$ cat src/rtl/pidtf_pkg.sv
package pidtf_pkg;

  // Fixed-point formats
  localparam int FRAC_BITS = 12;
  localparam int COEF_BITS = 12;

  // Field widths
  localparam int IN_W       = 24;
  localparam int ERR_W      = IN_W + 1;
  localparam int GAIN_W     = 23;
  localparam int COEF_W     = 13;
  localparam int HIGH_W     = 31;
  localparam int ISUM_W     = 32;
  localparam int DRIVE_W    = 13;
  localparam int CFG_DATA_W = 32;
  localparam int CFG_IDX_W  = 3;

  // Shared multiplier: signed operand by zero-extended gain or coefficient
  localparam int MUL_A_W = ISUM_W + 1;
  localparam int MUL_B_W = GAIN_W + 1;
  localparam int PROD_W  = MUL_A_W + MUL_B_W;
  localparam int ACC_W   = PROD_W - FRAC_BITS + 3;
  localparam int FILT_W  = PROD_W + 1;

  localparam int DRV_RSH = (FRAC_BITS >= COEF_BITS) ? (FRAC_BITS - COEF_BITS) : 0;
  localparam int DRV_LSH = (FRAC_BITS >= COEF_BITS) ? 0 : (COEF_BITS - FRAC_BITS);

  typedef struct packed {
    logic signed [IN_W-1:0] target;
    logic signed [IN_W-1:0] measured;
  } in_t;

  typedef struct packed {
    logic [DRIVE_W-1:0] drive;
    logic               clamped;
  } out_t;

  typedef struct packed {
    logic                     mode;
    logic [GAIN_W-1:0]        p_gain;
    logic [GAIN_W-1:0]        i_gain;
    logic [GAIN_W-1:0]        deriv_gain;
    logic [HIGH_W-1:0]        integral_high;
    logic signed [ISUM_W-1:0] integral_low;
    logic [COEF_W-1:0]        setpoint_weight;
    logic [COEF_W-1:0]        deriv_pole;
  } cfg_t;

  typedef enum logic [CFG_IDX_W-1:0] {
    REG_MODE            = 3'd0,
    REG_P_GAIN          = 3'd1,
    REG_I_GAIN          = 3'd2,
    REG_DERIV_GAIN      = 3'd3,
    REG_INTEGRAL_HIGH   = 3'd4,
    REG_INTEGRAL_LOW    = 3'd5,
    REG_SETPOINT_WEIGHT = 3'd6,
    REG_DERIV_POLE      = 3'd7
  } cfg_idx_t;

  typedef enum logic [4:0] {
    ST_IDLE,
    ST_INTEG,
    ST_MUL_I,
    ST_ACC_I,
    ST_MUL_P0,
    ST_ACC_P0,
    ST_MUL_D0,
    ST_ACC_D0,
    ST_MUL_WS,
    ST_ACC_WS,
    ST_MUL_P1,
    ST_ACC_P1,
    ST_MUL_F,
    ST_ACC_F,
    ST_MUL_G,
    ST_ACC_G,
    ST_EMIT
  } state_t;

  typedef enum logic [2:0] {
    MS_I,
    MS_P0,
    MS_D0,
    MS_WS,
    MS_P1,
    MS_F,
    MS_G
  } mul_sel_t;

  typedef enum logic [2:0] {
    ACT_NONE,
    ACT_ADD,
    ACT_ADD_D0,
    ACT_AUX,
    ACT_FILT
  } act_t;

  typedef struct packed {
    logic     load;
    logic     integ;
    logic     mul_en;
    mul_sel_t mul_sel;
    act_t     act;
    logic     emit;
  } cmd_t;

  typedef struct packed {
    logic mode;
    logic out_busy;
  } sts_t;

endpackage

$ cat src/rtl/pidtf_ctrl.sv
module pidtf_ctrl (
  input  logic             clk,
  input  logic             rst_n,
  input  logic             in_valid,
  output logic             in_stall,
  input  pidtf_pkg::sts_t  sts,
  output pidtf_pkg::cmd_t  cmd
);

  pidtf_pkg::state_t state_r;
  pidtf_pkg::state_t state_nxt;

  always_ff @(posedge clk) begin
    if (!rst_n) begin
      state_r <= pidtf_pkg::ST_IDLE;
    end else begin
      state_r <= state_nxt;
    end
  end

  always_comb begin
    state_nxt = state_r;
    unique case (state_r)
      pidtf_pkg::ST_IDLE: begin
        if (in_valid) state_nxt = pidtf_pkg::ST_INTEG;
      end
      pidtf_pkg::ST_INTEG:   state_nxt = pidtf_pkg::ST_MUL_I;
      pidtf_pkg::ST_MUL_I:   state_nxt = pidtf_pkg::ST_ACC_I;
      pidtf_pkg::ST_ACC_I: begin
        state_nxt = sts.mode ? pidtf_pkg::ST_MUL_WS : pidtf_pkg::ST_MUL_P0;
      end
      pidtf_pkg::ST_MUL_P0:  state_nxt = pidtf_pkg::ST_ACC_P0;
      pidtf_pkg::ST_ACC_P0:  state_nxt = pidtf_pkg::ST_MUL_D0;
      pidtf_pkg::ST_MUL_D0:  state_nxt = pidtf_pkg::ST_ACC_D0;
      pidtf_pkg::ST_ACC_D0:  state_nxt = pidtf_pkg::ST_EMIT;
      pidtf_pkg::ST_MUL_WS:  state_nxt = pidtf_pkg::ST_ACC_WS;
      pidtf_pkg::ST_ACC_WS:  state_nxt = pidtf_pkg::ST_MUL_P1;
      pidtf_pkg::ST_MUL_P1:  state_nxt = pidtf_pkg::ST_ACC_P1;
      pidtf_pkg::ST_ACC_P1:  state_nxt = pidtf_pkg::ST_MUL_F;
      pidtf_pkg::ST_MUL_F:   state_nxt = pidtf_pkg::ST_ACC_F;
      pidtf_pkg::ST_ACC_F:   state_nxt = pidtf_pkg::ST_MUL_G;
      pidtf_pkg::ST_MUL_G:   state_nxt = pidtf_pkg::ST_ACC_G;
      pidtf_pkg::ST_ACC_G:   state_nxt = pidtf_pkg::ST_EMIT;
      pidtf_pkg::ST_EMIT: begin
        if (!sts.out_busy) state_nxt = pidtf_pkg::ST_IDLE;
      end
      default:               state_nxt = pidtf_pkg::ST_IDLE;
    endcase
  end

  always_comb begin
    cmd         = '0;
    cmd.mul_sel = pidtf_pkg::MS_I;
    cmd.act     = pidtf_pkg::ACT_NONE;
    in_stall    = (state_r != pidtf_pkg::ST_IDLE);
    unique case (state_r)
      pidtf_pkg::ST_IDLE:   cmd.load = in_valid;
      pidtf_pkg::ST_INTEG:  cmd.integ = 1'b1;
      pidtf_pkg::ST_MUL_I: begin
        cmd.mul_en  = 1'b1;
        cmd.mul_sel = pidtf_pkg::MS_I;
      end
      pidtf_pkg::ST_MUL_P0: begin
        cmd.mul_en  = 1'b1;
        cmd.mul_sel = pidtf_pkg::MS_P0;
      end
      pidtf_pkg::ST_MUL_D0: begin
        cmd.mul_en  = 1'b1;
        cmd.mul_sel = pidtf_pkg::MS_D0;
      end
      pidtf_pkg::ST_MUL_WS: begin
        cmd.mul_en  = 1'b1;
        cmd.mul_sel = pidtf_pkg::MS_WS;
      end
      pidtf_pkg::ST_MUL_P1: begin
        cmd.mul_en  = 1'b1;
        cmd.mul_sel = pidtf_pkg::MS_P1;
      end
      pidtf_pkg::ST_MUL_F: begin
        cmd.mul_en  = 1'b1;
        cmd.mul_sel = pidtf_pkg::MS_F;
      end
      pidtf_pkg::ST_MUL_G: begin
        cmd.mul_en  = 1'b1;
        cmd.mul_sel = pidtf_pkg::MS_G;
      end
      pidtf_pkg::ST_ACC_I,
      pidtf_pkg::ST_ACC_P0,
      pidtf_pkg::ST_ACC_P1: cmd.act = pidtf_pkg::ACT_ADD;
      pidtf_pkg::ST_ACC_D0: cmd.act = pidtf_pkg::ACT_ADD_D0;
      pidtf_pkg::ST_ACC_WS,
      pidtf_pkg::ST_ACC_F:  cmd.act = pidtf_pkg::ACT_AUX;
      pidtf_pkg::ST_ACC_G:  cmd.act = pidtf_pkg::ACT_FILT;
      pidtf_pkg::ST_EMIT:   cmd.emit = !sts.out_busy;
      default:              cmd = '0;
    endcase
  end

  a_accept_starts_work: assert property (@(posedge clk) disable iff (!rst_n)
    (in_valid && !in_stall) |=> in_stall)
    else $error("accepted beat did not start a tick");

  a_emit_needs_room: assert property (@(posedge clk) disable iff (!rst_n)
    cmd.emit |-> !sts.out_busy)
    else $error("result written over a stalled beat");

  a_idle_is_quiet: assert property (@(posedge clk) disable iff (!rst_n)
    !in_stall |-> (!cmd.mul_en && cmd.act == pidtf_pkg::ACT_NONE && !cmd.emit && !cmd.integ))
    else $error("datapath command issued while idle");

endmodule

$ cat config.mk
export PLATFORM = sky130hd
export DESIGN_NAME = pidtf_ctrl
export DESIGN_NICKNAME = d
export VERILOG_FILES = /design/src/rtl/pidtf_pkg.sv /design/src/rtl/pidtf_ctrl.sv
export SDC_FILE = /design/constraint.sdc
export NUM_CORES = 1
export LEC_CHECK = 0
export BUFFER_PORTS_ARGS = -buffer_cell sky130_fd_sc_hd__buf_2
export CORE_AREA = 2 2 39 41
export DETAILED_ROUTE_END_ITERATION = 8
export DIE_AREA = 0 0 41 43
export PLACE_DENSITY = 0.49
export RECOVER_POWER = 50
export SYNTH_ARGS = -nofsm -noshare
export SYNTH_HDL_FRONTEND = slang
export SYNTH_SLANG_ARGS = --single-unit
$ cat constraint.sdc
create_clock -name clk -period 3.8 [get_ports clk]
set_input_delay 0.38 -clock clk [delete_from_list [all_inputs] [get_ports clk]]
set_output_delay 0.38 -clock clk [all_outputs]
set_load 0.005 [all_outputs]
**Word level (Yosys, flattened, before mapping)**

Index checks and enable logic that the tools add are counted.

- Bits in registers: 5
- Bits of input ports: 5
- Logic and storage cells: 35

- Equality and inequality tests: 18
- Multiplexer cells: 9
- Reductions and logical operators: 7

Operators with widths:

| operator | number |
|---|---|
| $pmux W5 S16 | 1 |
| $eq A5 B4 Y1 const B | 8 |
| $pmux W4 S7 | 1 |
| $eq A5 B3 Y1 const B | 4 |
| $pmux W3 S4 | 1 |
| $eq A5 B2 Y1 const B | 2 |
| $mux W5 | 2 |
| $eq A5 B1 Y1 const B | 1 |
| $eq A5 B5 Y1 const B | 1 |
| $logic_not A5 Y1 | 1 |
| $reduce_bool A5 Y1 | 1 |
| $mux W4 | 1 |
| $ne A2 B2 Y1 const B | 2 |
| $reduce_or A2 Y1 | 2 |
| $mux W1 | 3 |
| $reduce_or A3 Y1 | 1 |
| $reduce_and A2 Y1 | 1 |
| $logic_not A1 Y1 | 1 |

**Longest topological paths before layout**

Gate-level depths: netlist of the first run.

- Depth after elaboration: 3
- Gate-level depth with buffers: 4

**Worst setup path before layout of the first run**

No wires, ideal clock.

- Path kind: register to output
- From: register state_r[1]
- To: output cmd[0] (netlist name)
- Arrival: 1,029 ps
- Required time: 3,420 ps
- Slack: 2,391 ps
- Stages on the path, launching flop included: 4
- Cell sequence: dfxtp_1 buf_6 or3_4 nor4_1

RTL lines:

| item | line | source |
|---|---|---|
| start, declared | pidtf_ctrl.sv:10 | `pidtf_pkg::state_t state_r;` |
| start signal, assigned | pidtf_ctrl.sv:15 | `state_r <= pidtf_pkg::ST_IDLE;` |
| start signal, assigned | pidtf_ctrl.sv:17 | `state_r <= state_nxt;` |
| end, declared | pidtf_ctrl.sv:7 | `output pidtf_pkg::cmd_t cmd` |

==> flow_summary.toml, run 1 <==
[synth]
syn-cell-area_sq_um = 351.6
async_reset_ff_share_pct = 0
synth_nets = 49
synth_largest_area_cell = "dfxtp_1"
synthFlopType = "dfxtp_1"
yosysTopAreaCellShare_pct = 28.47
netlist_top_cells_area = "dfxtp_1 (28%), nand2_1 (7.5%), buf_6 (6.4%)"
yosys_warnings = 0
synth-seq-area-share_pct = 28.47
syn_area_per_cell_sq_um = 7.991
synth_cell_types = 23
synth_cells = 44
synth_edf_count = 0
synth.ff_latch_count = 5

[die]
core_sq_mm = 0.001384
die_h_microns = 43
ioPinCount = 16
start_util_pct = 25.41
die-area_sq_mm = 0.001763
rows = 14
die_x_microns = 41

[clocking]
post-cts-setup-buffers = 0
cts_buffers = 3
clk_path_buf_depth = 2
htree_num_levels = 1
cts_tree = "done"
clk_latency_ps = 250
hold_buffers = 0
path_clk_slew_ps = 50
root_buffer = "clkbuf_4"
cts_resized = 0
clock_sinks = 5

[placement]
place_congestion = 0.7831
port_buffers = 15
hpwlAfterDp_microns = 687.7
place_inst = 73

[route]
drt_pass1_iterations = 4
drt_iter0_markers = 5
routed_wl_microns = 890
vias_per_cell = 4.740
drc = 0
wire_per_inst_microns = 11.56
antenna_left = 0
dr_total_vias = 365

[finish]
regMostFlops = "state_r"
final_cell_count_no_fill = 77
drive_above_1_share_pct = 26.23
nNetsFinal = 67
areaGrowthSynthToFinish_pct = 21.35
antenna_cells = 0
nFillCells = 168
reg_top3 = "state_r (5)"
largest_reg_flops = 5

[setup_path]
cp.arrival_ps = 1400
cp.required_ps = 3420
crit_fanout = 10
path_cells = "or3_1 -> nor4_1 -> buf_2"
critPathLaunchType = "register"
crit_path_end_kind = "output port"
cpPeakStageDelay_ps = 440
critPathKind = "register to output port"
cp_slowest_cell = "or3_1"

[sta]
setup_violations = 0
fin_crit_ps = 1784
rsz0062_at_grt = "false"
fin_worst_skew_ps = 4.827
max_freq_ghz = 0.5607
final_max_slew_viol_count = 0
setup_tns_ps = 0
slew_headroom_pct = 63.32
finalHoldViolations = 0
period_share_pct = 46.94
worstMarginPinSlew_ps = 543.3

[global_routing]
grt_max_degree = 12
grt_pass1_vias = 313
antenna_found_initial = 0
grt.total_usage_pct = 11.92
grt_pass1_wl_microns = 1366
overflow = 0

[power_and_ir_drop]
p_leak_nw = 0.1901
ir_drop_uv = 141.0
p_per_area_mw_per_mm2 = 369.0

[run]
maxCapViolations = 0

[outcome]
status = "completed"

[hold_path]
hold_path_class = "input port to register"
## final cells by class
class | count | area [sq um] | share of cell area, %
clock buffers | 4 | 26.28 | 6.158
inverters | 2 | 7.507 | 1.760
multi-input cells | 35 | 201.4 | 47.21
flip-flops and latches | 5 | 100.1 | 23.46
well taps | 16 | 20.02 | 4.692
repair buffers | 15 | 71.32 | 16.72
## per-layer routing
metal / track usage (%) / wire, microns
met1: 16.61 / 454
met2: 14.06 / 394
met3: 3.665 / 25
met4: 10.00 / 14
met5: 0 / 0
## metrics by stage
| step | cell area [sq um] | util (%) | hold slack (ps) | worst slack (ps) | power (W) |
|---|---|---|---|---|---|
| 6_report | 426.7 | 30.83 | 383.9 | 2016 | 0.0001574 |
| 5_1_grt | 426.7 | 30.83 | 387.3 | 1877 | 0.0001711 |
| 3_5_place_dp | 424.2 | 30.65 | 545.6 | 2287 | 0.00009718 |
| 2_1_floorplan | 351.6 | - | 501.7 | 2391 | 0.00008801 |
| 4_1_cts | 450.4 | 32.55 | 389.5 | 2014 | 0.0001643 |
| 3_3_place_gp | 424.2 | 30.65 | 542.9 | 2289 | 0.00009733 |
## layout by cell type (no fill, tap or decap)
cell      netlist  layout
mux2_2          1       1
nor3_1          3       3
nand3_1         1       1
inv_1           2       2
nor2_1          6       6
xor2_1          1       1
and3_1          2       2
a31oi_1         1       1
a21oi_1         1       1
o211a_1         1       1
nand2b_1        1       1
a21boi_0        1       1
a211o_1         1       1
nand2_1         7       7
or3_1           0       1
and2_1          1       1
nor4_1          1       1
clkbuf_4        0       3
dfxtp_1         5       5
o32ai_1         0       1
buf_2           0      12
o311ai_0        0       1
nor3b_1         2       2
o21ai_0         1       1
clkbuf_1        0       4
## synth_stat cells (2+ instances only)
cell type,number
buf_6,2
nor3_1,3
inv_1,2
dfxtp_1,5
nor3b_1,2
and3_1,2
nand2_1,7
nor2_1,6
## power breakdown
group	total, W	leakage (nW)	internal, W	switching (W)
registers	0.0000625	0.0407	0.0000554	0.00000718
logic	0.0000292	0.134	0.0000137	0.0000155
clock network	0.0000656	0.0150	0.0000400	0.0000257
total	0.000157	0.190	0.000109	0.0000484
## worst paths after layout
check / start / to / slack [ps] / cells after the start
min reg2reg: state_r[2]$_SDFFE_PN0P_ / state_r[2]$_SDFFE_PN0P_ / 560 / 2
min: rst_n / state_r[4]$_SDFFE_PN0P_ / 380 / 2
max: state_r[1]$_SDFFE_PN0P_ / cmd[0] / 2020 / 3
max reg2reg: state_r[1]$_SDFFE_PN0P_ / state_r[3]$_SDFFE_PN0P_ / 2210 / 3
## cell families after synthesis
kind of cell	count (synthesis)	share of synthesized area (%)
flip-flops	5	28.47
AO/OA/AOI/OAI	8	21.35
XOR/XNOR	1	2.492
AND/OR/NAND/NOR	25	35.94
buffers and inverters	4	8.541
multiplexers	1	3.203
## critical path, delay by kind of cell, from the launching register on
kind,cells,cell delay (ps)
buffers and inverters,1,150
flip-flops,1,400
AND/OR/NAND/NOR,2,610
(Power assumes the default switching activity.)
==> run 2, diff against run 1 <==
Settings changed: ABC_AREA from default to 1, PLACE_DENSITY 0.49 to 0.53.
Clock period 3.8 ns to 1.9 ns, I/O delays scaled along.
==> flow_summary.toml, run 2 <==
[power_and_ir_drop]
p_leak_nw = 0.2502
p_seq_share_pct = 38.5
p_per_area_mw_per_mm2 = 648.4
switchingPower_w = 0.0001019
power_switching_share_pct = 31.73
combPwrFrac_pct = 23.8
ir_drop_uv = 291.4
pwr-share-clk_pct = 37.7
p_int_w = 0.0002193

[die]
die_h_microns = 43
start_util_pct = 29.11
die-area_sq_mm = 0.001763
ioPinCount = 16
core_sq_mm = 0.001384
rows = 14
die_x_microns = 41

[clocking]
clk_latency_ps = 240
htree_num_levels = 1
cts_buffers = 3
cts_tree = "done"
root_buffer = "clkbuf_4"
clk_path_buf_depth = 2
path_clk_slew_ps = 50
hold_buffers = 0
post-cts-setup-buffers = 0
clock_sinks = 5
cts_resized = 0

[placement]
place_inst = 91
place_congestion = 0.7684
port_buffers = 15
hpwlAfterDp_microns = 764.7

[setup_path]
critPathLaunchType = "register"
reg2reg_depth = 6
r2r-start = "state_r[1]$_SDFFE_PN0P_"
reg2reg_slack_ps = 680
critPathKind = "register to output port"
cp.arrival_ps = 1400
crit_fanout = 8
crit_path_end_kind = "output port"
worstReg2RegEnd = "state_r[2]$_SDFFE_PN0P_"
cp.required_ps = 1710

[finish]
layout_common_cells = "buf_2 (13), nand2_1 (11), nor2_1 (8), nand3_1 (8), inv_1 (6)"
largest_reg_flops = 5
reg_top3 = "state_r (5)"
layout_commonest_cell = "buf_2"
regMostFlops = "state_r"
areaGrowthSynthToFinish_pct = 22.98
fin_util_pct = 35.80
drive_above_1_share_pct = 32.91
antenna_cells = 0
nNetsFinal = 85
final_cell_count_no_fill = 95

[hold_path]
hold_path_class = "input port to register"
hp-start = "rst_n"
hold_path_depth = 3
whs_endpoint = "state_r[2]$_SDFFE_PN0P_"

[route]
drt_pass1_iterations = 4
dr_total_vias = 461
vias_per_cell = 4.853
route.met2.wl_microns = 480
drc = 0
wire_per_inst_microns = 9.632
wl_met3_microns = 35
dr.max_layer_used = "met3"
drt_iter0_markers = 4
antenna_left = 0
wl_met1_microns = 399
routed_wl_microns = 915

[synth]
yosysMostFrequentCell = "nand2_1"
async_reset_ff_share_pct = 0
syn-cell-area_sq_um = 402.9
yosys_warnings = 0
netlist_top_cells_area = "dfxtp_1 (25%), nand3_1 (9.9%), nand2_1 (9.3%)"
synth_nets = 67
synth.ff_latch_count = 5
synth_cell_types = 19
synthFlopType = "dfxtp_1"
synth-seq-area-share_pct = 24.84
synth_cells = 62
yosysTopAreaCellShare_pct = 24.84
synth_edf_count = 0
synthTopCellsByCount = "nand2_1 (10), nand3_1 (8), nor2_1 (7)"
synth_largest_area_cell = "dfxtp_1"
syn_area_per_cell_sq_um = 6.498

[global_routing]
grt_max_degree = 9
antenna_found_initial = 0
overflow = 0
grt_pass1_wl_microns = 1511
grt.total_usage_pct = 12.58
grt_pass1_vias = 389

[sta]
max_freq_ghz = 0.6298
period_share_pct = 83.57
rsz0062_at_grt = "false"
setup_tns_ps = 0
fin_crit_ps = 1588
finalHoldViolations = 0
setup_violations = 0
slew_headroom_pct = 75.06
worstMarginPinSlew_ps = 373.6
fin_worst_skew_ps = 3.906
final_max_slew_viol_count = 0

[run]
maxCapViolations = 0

[outcome]
status = "completed"
==> run 2: per-layer routing <==
metal  vias up  global-route usage (%)
li1        242                       -
met1       209                   16.18
met2        10                   17.81
met3         0                   3.141
met4         0                   8.000
met5         -                       0
==> run 2: final cells by class <==
type                       instances  area, sq um
sequential                         5        100.1
inverter                          10        41.29
timing repair buffer              15        72.57
tap                               16        20.02
clock buffer                       3        22.52
fill                             164        888.4
clock inverter                     1        5.005
multi-input combinational         45        234.0
==> run 2: worst max path at each step <==
stage	from	end	slack, ps	cells after the start
after floorplan	state_r[2]$_SDFFE_PN0P_	cmd[9]	860	6
after global placement	state_r[4]$_SDFFE_PN0P_	cmd[5]	620	5
after detailed placement	state_r[4]$_SDFFE_PN0P_	cmd[5]	570	5
after CTS	state_r[4]$_SDFFE_PN0P_	cmd[5]	300	5
after global routing	state_r[1]$_SDFFE_PN0P_	cmd[1]	210	5
final	state_r[4]$_SDFFE_PN0P_	cmd[5]	310	5
==> run 2: per-stage QoR <==
step	total power [W]	instance area, sq um	worst slack (ps)	hold slack [ps]
floorplan	0.0001769	402.9	859.7	287.6
global placement	0.0002087	475.5	620.8	387.0
detailed placement	0.0002075	475.5	573.2	400.3
CTS	0.0003341	503.0	301.2	147.0
global route	0.0003480	495.5	205.2	183.7
finish	0.0003213	495.5	312.3	151.2
==> run 2: power by group through the flow <==
stage          Sequential, W  Combinational, W  Clock [W]
6_report            0.000124         0.0000766   0.000121
5_1_grt             0.000125         0.0000884   0.000135
4_1_cts             0.000125         0.0000801   0.000129
3_5_place_dp        0.000128         0.0000799          0
3_3_place_gp        0.000128         0.0000810          0
2_1_floorplan       0.000123         0.0000541          0
==> run 2: logic make-up (layout without fill, tap and decap cells) <==
kind of cell / Yosys count / in the layout / synth area share, %
flops: 5 / 5 / 24.85
compound gates: 7 / 7 / 9.938
simple gates: 38 / 38 / 49.38
buf+inv: 12 / 29 / 15.84
==> run 2: worst max-delay path, stage by stage (launching register included) <==
cell	delay, ps
dfxtp_1	530
inv_4	90
nand3_1	130
nand2_1	90
a22o_2	200
buf_2	120
